--- config.mk ---
export PLATFORM = sky130hd
export DESIGN_NAME = icmp_echo_request_frame_builder
export DESIGN_NICKNAME = d
export VERILOG_FILES = /design/src/design/icmpfb_pkg.sv /design/src/design/icmp_echo_request_frame_builder.sv /design/src/design/icmpfb_serializer.sv
export SDC_FILE = /design/constraint.sdc
export NUM_CORES = 2
export LEC_CHECK = 0
export ABC_AREA = 1
export BUFFER_PORTS_ARGS = -buffer_cell sky130_fd_sc_hd__buf_2
export CAP_MARGIN = 40
export CORE_ASPECT_RATIO = 2
export CORE_MARGIN = 2
export CORE_UTILIZATION = 40
export DETAILED_ROUTE_END_ITERATION = 7
export MAX_ROUTING_LAYER = met4
export PLACE_DENSITY_LB_ADDON = 0.15
export SYNTH_ARGS = -nofsm -noshare
export SYNTH_HDL_FRONTEND = slang
export SYNTH_SLANG_ARGS = --single-unit
--- constraint.sdc ---
create_clock -name clock -period 59.7 [get_ports clock]
set_input_delay 2.985 -clock clock [delete_from_list [all_inputs] [get_ports clock]]
set_output_delay 2.985 -clock clock [all_outputs]
set_load 0.02 [all_outputs]
--- src/design/icmpfb_pkg.sv ---
// Shared types, constants and checksum fold for the ICMP echo-request frame builder.
// No dependencies; used by icmpfb_serializer and icmp_echo_request_frame_builder.
package icmpfb_pkg;

   localparam int unsigned BEAT_W     = 64;
   localparam int unsigned FRAME_W    = 576;
   localparam int unsigned REQ_DATA_W = 360;
   localparam int unsigned BYTES_W    = 4;
   localparam int unsigned CNT_W      = 4;

   localparam logic       CMD_V4 = 1'b0;
   localparam logic       CMD_V6 = 1'b1;

   localparam logic [15:0] ETH_TYPE_V4 = 16'h0800;
   localparam logic [15:0] ETH_TYPE_V6 = 16'h86dd;
   localparam logic [7:0]  IP4_VER_IHL = 8'h45;
   localparam logic [15:0] IP4_TOT_LEN = 16'd36;
   localparam logic [7:0]  IP4_PROTO   = 8'h01;
   localparam logic [31:0] IP6_VER_TC  = 32'h6000_0000;
   localparam logic [15:0] IP6_PAY_LEN = 16'd16;
   localparam logic [7:0]  IP6_NXT_HDR = 8'd58;
   localparam logic [7:0]  ICMP4_TYPE  = 8'h08;
   localparam logic [7:0]  ICMP6_TYPE  = 8'h80;
   localparam logic [63:0] ICMP_PAYLOAD = 64'h0001_0203_fffe_fdfc;

   // fixed IPv4 header words: version/IHL/TOS + total length
   localparam logic [15:0] IP4_FIXED_SUM = 16'h4524;
   // ICMPv6 fixed words plus pseudo-header length and next header
   localparam logic [20:0] ICMP6_FIXED_SUM = 21'h02_8048;
   localparam logic [31:0] ICMP4_SUM = 32'h0002_07fe;

   // last beat index and byte count per frame kind
   localparam logic [CNT_W-1:0]   LAST_BEAT_V4 = 4'd6;
   localparam logic [CNT_W-1:0]   LAST_BEAT_V6 = 4'd8;
   localparam logic [BYTES_W-1:0] LAST_BYTES_V4 = 4'd2;
   localparam logic [BYTES_W-1:0] LAST_BYTES_V6 = 4'd6;
   localparam logic [BYTES_W-1:0] FULL_BYTES    = 4'd8;

   typedef struct packed {
      logic        cmd;
      logic [47:0] mac_destination;
      logic [47:0] mac_source;
      logic [63:0] ip_source_high;
      logic [63:0] ip_source_low;
      logic [63:0] ip_destination_high;
      logic [63:0] ip_destination_low;
      logic [7:0]  hop_count;
   } req_type;

   typedef struct packed {
      logic               v6;
      logic [FRAME_W-1:0] bits;
   } frame_type;

   // ones' complement of the 16-bit sum, end-around carry folded twice
   function automatic logic [15:0] fold_csum(input logic [31:0] s);
      logic [16:0] f1;
      logic [16:0] f2;
      f1 = {1'b0, s[15:0]} + {1'b0, s[31:16]};
      f2 = {1'b0, f1[15:0]} + {16'b0, f1[16]};
      return ~f2[15:0];
   endfunction

   localparam logic [15:0] ICMP4_CSUM = fold_csum(ICMP4_SUM);

endpackage

--- src/design/icmp_echo_request_frame_builder.sv ---
// Top level: checksum pipeline and frame assembly feeding the beat serializer.
// Depends on icmpfb_pkg and icmpfb_serializer.
//
//  channel | dir | tdata                       | tuser      | tlast
//  req_    | in  | request fields (360 bits)   | cmd        | -
//  rsp_    | out | beat_data (64 bits)         | beat_bytes | beat_last
//
// Four register stages (pair sums, quad sums, total, fold + assembly) then
// the serializer buffer and the output register lie between the request
// transaction and the first beat. Output runs 7 beats (IPv4) or 9 beats
// (IPv6) of the 64-bit port per request, one beat per cycle while rsp_tready is high.
// Synchronous reset clears all valid bits. A stall holds each full stage;
// empty stages in front of it keep filling.
module icmp_echo_request_frame_builder (
   input  logic                                clock,
   input  logic                                reset,
   input  logic                                req_tvalid,
   output logic                                req_tready,
   // mac_destination, mac_source, ip_source_high, ip_source_low,
   // ip_destination_high, ip_destination_low, hop_count
   input  logic [icmpfb_pkg::REQ_DATA_W-1:0]   req_tdata,
   input  logic                                req_tuser,   // cmd
   output logic                                rsp_tvalid,
   input  logic                                rsp_tready,
   output logic [icmpfb_pkg::BEAT_W-1:0]       rsp_tdata,   // beat_data
   output logic [icmpfb_pkg::BYTES_W-1:0]      rsp_tuser,   // beat_bytes
   output logic                                rsp_tlast    // beat_last
);

   icmpfb_pkg::req_type   req;
   icmpfb_pkg::req_type   s1_req_ff, s2_req_ff, s3_req_ff;
   logic                  s1_v_ff, s2_v_ff, s3_v_ff, s4_v_ff;
   logic                  s1_v_in, s2_v_in, s3_v_in, s4_v_in;
   logic                  en1, en2, en3, en4, ser_ready;
   logic [16:0]           pair_in [8];
   logic [16:0]           pair_ff [8];
   logic [18:0]           q0_ff, q1_ff, v4sum_ff;
   logic [20:0]           raw_ff;
   logic [15:0]           csum;
   icmpfb_pkg::frame_type frame_in, frame_ff;

   always_comb begin
      req.cmd                 = req_tuser;
      req.mac_destination     = req_tdata[47:0];
      req.mac_source          = req_tdata[95:48];
      req.ip_source_high      = req_tdata[159:96];
      req.ip_source_low       = req_tdata[223:160];
      req.ip_destination_high = req_tdata[287:224];
      req.ip_destination_low  = req_tdata[351:288];
      req.hop_count           = req_tdata[359:352];
   end

   // stage enables, back to front
   always_comb begin
      en4 = !s4_v_ff || ser_ready;
      en3 = !s3_v_ff || en4;
      en2 = !s2_v_ff || en3;
      en1 = !s1_v_ff || en2;
      s1_v_in = en1 ? req_tvalid : s1_v_ff;
      s2_v_in = en2 ? s1_v_ff : s2_v_ff;
      s3_v_in = en3 ? s2_v_ff : s3_v_ff;
      s4_v_in = en4 ? s3_v_ff : s4_v_ff;
   end

   assign req_tready = en1;

   always_comb begin
      pair_in[0] = {1'b0, req.ip_source_high[63:48]} + {1'b0, req.ip_source_high[47:32]};
      pair_in[1] = {1'b0, req.ip_source_high[31:16]} + {1'b0, req.ip_source_high[15:0]};
      pair_in[2] = {1'b0, req.ip_source_low[63:48]} + {1'b0, req.ip_source_low[47:32]};
      pair_in[3] = {1'b0, req.ip_source_low[31:16]} + {1'b0, req.ip_source_low[15:0]};
      pair_in[4] = {1'b0, req.ip_destination_high[63:48]}
                 + {1'b0, req.ip_destination_high[47:32]};
      pair_in[5] = {1'b0, req.ip_destination_high[31:16]}
                 + {1'b0, req.ip_destination_high[15:0]};
      pair_in[6] = {1'b0, req.ip_destination_low[63:48]}
                 + {1'b0, req.ip_destination_low[47:32]};
      pair_in[7] = {1'b0, req.ip_destination_low[31:16]}
                 + {1'b0, req.ip_destination_low[15:0]};
   end

   always_comb begin
      csum = icmpfb_pkg::fold_csum({11'b0, raw_ff});
      frame_in.v6 = s3_req_ff.cmd;
      if (s3_req_ff.cmd == icmpfb_pkg::CMD_V6) begin
         frame_in.bits = {s3_req_ff.mac_destination, s3_req_ff.mac_source,
                          icmpfb_pkg::ETH_TYPE_V6, icmpfb_pkg::IP6_VER_TC,
                          icmpfb_pkg::IP6_PAY_LEN, icmpfb_pkg::IP6_NXT_HDR,
                          s3_req_ff.hop_count,
                          s3_req_ff.ip_source_high, s3_req_ff.ip_source_low,
                          s3_req_ff.ip_destination_high, s3_req_ff.ip_destination_low,
                          icmpfb_pkg::ICMP6_TYPE, 8'h00, csum, 32'h0,
                          icmpfb_pkg::ICMP_PAYLOAD, 16'h0};
      end else begin
         frame_in.bits = {s3_req_ff.mac_destination, s3_req_ff.mac_source,
                          icmpfb_pkg::ETH_TYPE_V4, icmpfb_pkg::IP4_VER_IHL, 8'h00,
                          icmpfb_pkg::IP4_TOT_LEN, 32'h0,
                          s3_req_ff.hop_count, icmpfb_pkg::IP4_PROTO, csum,
                          s3_req_ff.ip_source_low[31:0], s3_req_ff.ip_destination_low[31:0],
                          icmpfb_pkg::ICMP4_TYPE, 8'h00, icmpfb_pkg::ICMP4_CSUM, 32'h0,
                          icmpfb_pkg::ICMP_PAYLOAD, 176'h0};
      end
   end

   always_ff @(posedge clock) begin
      if (reset) begin
         s1_v_ff <= 1'b0;
         s2_v_ff <= 1'b0;
         s3_v_ff <= 1'b0;
         s4_v_ff <= 1'b0;
      end else begin
         s1_v_ff <= s1_v_in;
         s2_v_ff <= s2_v_in;
         s3_v_ff <= s3_v_in;
         s4_v_ff <= s4_v_in;
      end
      if (en1) begin
         s1_req_ff <= req;
         pair_ff   <= pair_in;
      end
      if (en2) begin
         s2_req_ff <= s1_req_ff;
         q0_ff     <= {2'b0, pair_ff[0]} + {2'b0, pair_ff[1]}
                    + {2'b0, pair_ff[2]} + {2'b0, pair_ff[3]};
         q1_ff     <= {2'b0, pair_ff[4]} + {2'b0, pair_ff[5]}
                    + {2'b0, pair_ff[6]} + {2'b0, pair_ff[7]};
         v4sum_ff  <= {2'b0, pair_ff[3]} + {2'b0, pair_ff[7]}
                    + {3'b0, icmpfb_pkg::IP4_FIXED_SUM}
                    + {3'b0, s1_req_ff.hop_count, icmpfb_pkg::IP4_PROTO};
      end
      if (en3) begin
         s3_req_ff <= s2_req_ff;
         if (s2_req_ff.cmd == icmpfb_pkg::CMD_V6) begin
            raw_ff <= {2'b0, q0_ff} + {2'b0, q1_ff} + icmpfb_pkg::ICMP6_FIXED_SUM;
         end else begin
            raw_ff <= {2'b0, v4sum_ff};
         end
      end
      if (en4) begin
         frame_ff <= frame_in;
      end
   end

   icmpfb_serializer u_ser (
      .clock      (clock),
      .reset      (reset),
      .fr_valid   (s4_v_ff),
      .fr_ready   (ser_ready),
      .fr         (frame_ff),
      .rsp_tvalid (rsp_tvalid),
      .rsp_tready (rsp_tready),
      .rsp_tdata  (rsp_tdata),
      .rsp_tuser  (rsp_tuser),
      .rsp_tlast  (rsp_tlast)
   );

   a_s4_hold: assert property (@(posedge clock) disable iff (reset)
      (s4_v_ff && !ser_ready) |=> (s4_v_ff && $stable(frame_ff)))
      else $error("stalled frame changed");

   a_s3_hold: assert property (@(posedge clock) disable iff (reset)
      (s3_v_ff && !en4) |=> (s3_v_ff && $stable(raw_ff)))
      else $error("stalled checksum stage changed");

   a_ready_chain: assert property (@(posedge clock) disable iff (reset)
      (!s1_v_ff && !s2_v_ff && !s3_v_ff && !s4_v_ff) |-> req_tready)
      else $error("empty pipeline not ready");

endmodule

--- src/design/icmpfb_serializer.sv ---
// Splits an assembled frame into 64-bit beats behind a registered output stage.
// Depends on icmpfb_pkg.
module icmpfb_serializer (
   input  logic                            clock,
   input  logic                            reset,
   input  logic                            fr_valid,
   output logic                            fr_ready,
   input  icmpfb_pkg::frame_type           fr,
   output logic                            rsp_tvalid,
   input  logic                            rsp_tready,
   output logic [icmpfb_pkg::BEAT_W-1:0]   rsp_tdata,  // beat_data
   output logic [icmpfb_pkg::BYTES_W-1:0]  rsp_tuser,  // beat_bytes
   output logic                            rsp_tlast   // beat_last
);

   logic [icmpfb_pkg::FRAME_W-1:0] buf_ff, buf_in;
   logic                           v6_ff, v6_in;
   logic [icmpfb_pkg::CNT_W-1:0]   cnt_ff, cnt_in;
   logic                           busy_ff, busy_in;
   logic                           out_valid_ff, out_valid_in;
   logic [icmpfb_pkg::BEAT_W-1:0]  out_data_ff, out_data_in;
   logic [icmpfb_pkg::BYTES_W-1:0] out_bytes_ff, out_bytes_in;
   logic                           out_last_ff, out_last_in;
   logic                           out_en;
   logic                           last_beat;

   always_comb begin
      out_en    = !out_valid_ff || rsp_tready;
      last_beat = (cnt_ff == (v6_ff ? icmpfb_pkg::LAST_BEAT_V6 : icmpfb_pkg::LAST_BEAT_V4));
      fr_ready  = !busy_ff || (out_en && last_beat);

      buf_in       = buf_ff;
      v6_in        = v6_ff;
      cnt_in       = cnt_ff;
      busy_in      = busy_ff;
      out_valid_in = out_valid_ff;
      out_data_in  = out_data_ff;
      out_bytes_in = out_bytes_ff;
      out_last_in  = out_last_ff;

      if (out_en) begin
         out_valid_in = busy_ff;
         out_data_in  = buf_ff[icmpfb_pkg::FRAME_W-1 -: icmpfb_pkg::BEAT_W];
         out_last_in  = last_beat;
         if (last_beat) begin
            out_bytes_in = v6_ff ? icmpfb_pkg::LAST_BYTES_V6 : icmpfb_pkg::LAST_BYTES_V4;
         end else begin
            out_bytes_in = icmpfb_pkg::FULL_BYTES;
         end
         if (busy_ff) begin
            buf_in  = {buf_ff[icmpfb_pkg::FRAME_W-icmpfb_pkg::BEAT_W-1:0],
                       {icmpfb_pkg::BEAT_W{1'b0}}};
            cnt_in  = cnt_ff + 4'd1;
            busy_in = !last_beat;
         end
      end

      if (fr_valid && fr_ready) begin
         buf_in  = fr.bits;
         v6_in   = fr.v6;
         cnt_in  = '0;
         busy_in = 1'b1;
      end
   end

   always_ff @(posedge clock) begin
      if (reset) begin
         busy_ff      <= 1'b0;
         out_valid_ff <= 1'b0;
         cnt_ff       <= '0;
      end else begin
         busy_ff      <= busy_in;
         out_valid_ff <= out_valid_in;
         cnt_ff       <= cnt_in;
      end
      buf_ff       <= buf_in;
      v6_ff        <= v6_in;
      out_data_ff  <= out_data_in;
      out_bytes_ff <= out_bytes_in;
      out_last_ff  <= out_last_in;
   end

   assign rsp_tvalid = out_valid_ff;
   assign rsp_tdata  = out_data_ff;
   assign rsp_tuser  = out_bytes_ff;
   assign rsp_tlast  = out_last_ff;

   a_cnt_range: assert property (@(posedge clock) disable iff (reset)
      busy_ff |-> (cnt_ff <= icmpfb_pkg::LAST_BEAT_V6))
      else $error("beat counter out of range");

   a_partial_is_last: assert property (@(posedge clock) disable iff (reset)
      (out_valid_ff && (out_bytes_ff != icmpfb_pkg::FULL_BYTES)) |-> out_last_ff)
      else $error("partial beat not marked last");

   a_last_bytes: assert property (@(posedge clock) disable iff (reset)
      (out_valid_ff && out_last_ff) |->
         (out_bytes_ff == icmpfb_pkg::LAST_BYTES_V4 ||
          out_bytes_ff == icmpfb_pkg::LAST_BYTES_V6))
      else $error("bad byte count on last beat");

   a_load_when_free: assert property (@(posedge clock) disable iff (reset)
      (fr_valid && fr_ready && busy_ff) |-> (out_en && last_beat))
      else $error("frame loaded over a busy buffer");

endmodule
==> results.tsv <==
stage	metric	value	unit
routing	total iterations of the first detailed-routing run	5	
routing	DRC viols	0	
sta	relative slew slack	26.21	%
floorplanning	Die Footprint	219800	µm²
final_layout	area of the multi-input gates	17130	µm²
sta	Min Clock Period, post-route	8.170	ns
logic_synthesis	EDFF count, synth	2194	
clock_tree	hold_buf cts	0	
placed_design	routability cong.	0.9728	
sta	setup ws final	51.53	ns
critical_path	CP Cell Sequence	buf_2, nor2_1, clkinv_2, nand2_1, nand2_1, inv_2, nand4_1, buf_12, or2_4, buf_2	
final_layout	register area	66080	µm²
routing	Initial DRC Count	3436	
power	combinational share of power	23.0	%
sta	Tcrit/Tclk final	13.68	%
grt	largest net degree at the start of global routing	189	
floorplanning	core area	215000	µm²
placed_design	DP Wirelength	183.7	mm
clock_tree	clk_lat worst skew	0.86	ns
sta	fmax	122.4	MHz
clock_tree	Root Buffer	clkbuf_16	
worst_hold_path	worst min-delay path category	flip-flop to flip-flop	
critical_path	Largest stage delay, worst path	0.37	ns
sta	final setup TNS	0	ns
logic_synthesis	Mapped Nets	6749	
critical_path	CP endpoint kind	output port	
routing	total number of vias	46510	
status	outcome	completed	
critical_path	crit path kind	primary input to output port	
logic_synthesis	synthesized area per cell	14.28	µm²
power	Clk pwr share	30.7	%
logic_synthesis	Synth Cell Area	86340	µm²
critical_path	Critical-path top delay cell	or2_4	
clock_tree	Gates resized, CTS repair	0	
power	maximum VDD drop	30.24	µV
clock_tree	clk buf depth	4	
power	leakage	40.99	nW
clock_tree	# H-tree levels	4	
power	sequential power share	46.3	%
critical_path	WP data arrival	5.18	ns
floorplanning	I/O Pins	436	
floorplanning	chip width	332.5	µm
logic_synthesis	cell with the most instances after synthesis	edfxtp_1	
clock_tree	Reg clk slew, reported paths	0.07	ns
floorplanning	DIE HEIGHT	661.0	µm
sta	Hold Violations, Final	0	
critical_path	WP data required	56.72	ns
grt	vias in the first global route	47570	
sta	Slew @ Worst Pin	1.107	ns
logic_synthesis	area leader, netlist	edfxtp_1	
grt	initial antenna violation count	61	
routing	final WL	246.5	mm
logic_synthesis	Synth area leaders	edfxtp_1 (76%), nand2_1 (7.7%), ha_1 (3.6%)	
logic_synthesis	distinct cell type count after synthesis	39	
run	Max-cap violations	0	
logic_synthesis	proportion of netlist area held by the largest area contributor	76.31	%
critical_path	CP startpoint kind	primary input	
power	Sw Share	30.84	%
power	internal power component	0.002879	W
final_layout	Total Nets Final	7304	
placed_design	IO Port Bufs	434	
power	pwr dens	42.28	nW/µm²
placed_design	DP Worst Slack	51.30	ns
final_layout	share of cells above drive strength 1	12.13	%
logic_synthesis	post-synthesis cell count	6046	
logic_synthesis	Post-synth top cells	edfxtp_1 (2194), nand2_1 (1763), inv_1 (629)	
logic_synthesis	number of synthesized register bits	2204	
logic_synthesis	yosys warns	0	
final_layout	# fillers	19140	
routing	vias per cell	4.857	
clock_tree	CTS sink count	2204	
final_layout	area grow syn2layout	14.03	%
grt	first-pass GRT wire length	343.3	mm
sta	# setup viols final	0	
routing	wire per inst	25.75	µm
logic_synthesis	Post-synth ARST share	0	%
sta	RSZ-0062 raised after global routing	false	
floorplanning	number of cell rows	241	
logic_synthesis	top_reg_cell synth	edfxtp_1	
power	NetSw	0.001284	W
floorplanning	Initial Utilization	40.16	%
clock_tree	total CTS buffers	199	
grt	GRT overflow	0	
clock_tree	CTS tree	yes	
grt	overall routing resource usage	22.92	%
routing	ANT nets after route	0	
sta	max-slew violations	0	
critical_path	CP Max Fanout	110	
logic_synthesis	sequential area share after synthesis	76.54	%
clock_tree	post-CTS setup buffers	0	
sta	final setup skew	0.05235	ns
[stage by stage]
stage | std cells | total power, W | area [µm²] | hold WS, ns | util [%]
2_1_floorplan | 6046 | 0.002509 | 86340 | 0.4003 | -
3_3_place_gp | 9179 | 0.002931 | 91680 | 0.4005 | 42.64
3_5_place_dp | 9194 | 0.002936 | 92070 | 0.4045 | 42.83
4_1_cts | 9544 | 0.004217 | 98370 | 0.3923 | 45.75
5_1_grt | 9560 | 0.004337 | 98410 | 0.3981 | 45.77
6_report | 9575 | 0.004163 | 98450 | 0.3925 | 45.79
[power by group through the flow]
stage / Combinational [W] / Sequential [W] / Clock [W]
final: 0.000957 / 0.00193 / 0.00128
after global routing: 0.00104 / 0.00194 / 0.00136
after CTS: 0.000977 / 0.00193 / 0.00131
after detailed placement: 0.000972 / 0.00196 / 0
after global placement: 0.000968 / 0.00196 / 0
after floorplan: 0.000573 / 0.00194 / 0
[cell type report]
| type | count | share of cell area, % |
|---|---|---|
| inverters | 633 | 2.429 |
| well taps | 2794 | 3.551 |
| clock inverters | 109 | 1.135 |
| flip-flops and latches | 2204 | 67.12 |
| diodes | 31 | 0.07880 |
| multi-input cells | 3073 | 17.40 |
| clock buffers | 241 | 5.262 |
| repair buffers | 490 | 3.017 |
[critical path: cells and delay by family]
kind | cells | cell delay (ns)
buffers and inverters | 5 | 1.10
and+or+nand+nor | 5 | 1.03
[cell usage in the layout (no fill, tap or decap), types with 31 or more instances in the layout]
master        n
a21oi_1     178
a31oi_1      34
buf_2       434
buf_4        33
clkbuf_1     40
clkbuf_16   201
clkinv_1     35
clkinv_2     35
diode_2      31
edfxtp_1   2194
fa_1         88
ha_1        250
inv_1       627
nand2_1    1762
nand3_1     110
nor2_1      209
o21ai_0     113
or2_2        36
xnor2_1      63
xor2_1      114
[layer usage]
layer | vias to the layer above | wire, µm | track usage, % | share of wire, %
li1 | 21850 | - | - | -
met1 | 23060 | 88970 | 24.27 | 36
met2 | 1182 | 132900 | 41.73 | 54
met3 | 413 | 8990 | 2.554 | 3.6
met4 | 0 | 15610 | 12.33 | 6.3
met5 | - | 0 | - | 0
[worst paths after layout]
| path | depth (start not counted) | startpoint | slack [ns] | endpoint |
|---|---|---|---|---|
| setup / recovery | 10 | rsp_tready | 51.53 | req_tready |
| hold / removal | 0 | s2_req_ff[180] | 0.39 | s3_req_ff[180] |
| setup reg to reg | 15 | u_ser.cnt_ff[1] | 54.06 | pair_ff[38] |
| hold reg to reg | 0 | s2_req_ff[180] | 0.39 | s3_req_ff[180] |
[registers in the layout, indices dropped and copies added, names as in the netlist]
signal / count
u_ser.cnt_ff: 4
u_ser.busy_ff: 1
q0_ff: 19
v4sum_ff: 19
s3_req_ff: 360
frame_in: 1
u_ser.buf_ff: 450
s1_req_ff: 361
u_ser.rsp_tuser: 3
frame_ff: 378
s3_v_ff: 1
u_ser.rsp_tdata: 64
s2_req_ff: 361
pair_ff: 136
u_ser.rsp_tlast: 1
raw_ff: 21
s4_v_ff: 1
s1_v_ff: 1
q1_ff: 19
s2_v_ff: 1
u_ser.rsp_tvalid: 1
u_ser.v6_ff: 1
[logic make-up (layout without fill, tap and decap cells)]
logic type                 after synthesis  in the layout  synth area share, %
adders and majority gates              338            338                5.663
other                                    1             32             0.004343
and+or+nand+nor                       2162           2162                9.807
xor gates and xnor gates               177            177                1.796
DFF                                   2204           2204                76.54
AOI/OAI and AO/OA                      395            395                2.536
buffers and inverters                  769           1473                3.655
Note: power is estimated with default switching activity, not from simulation.
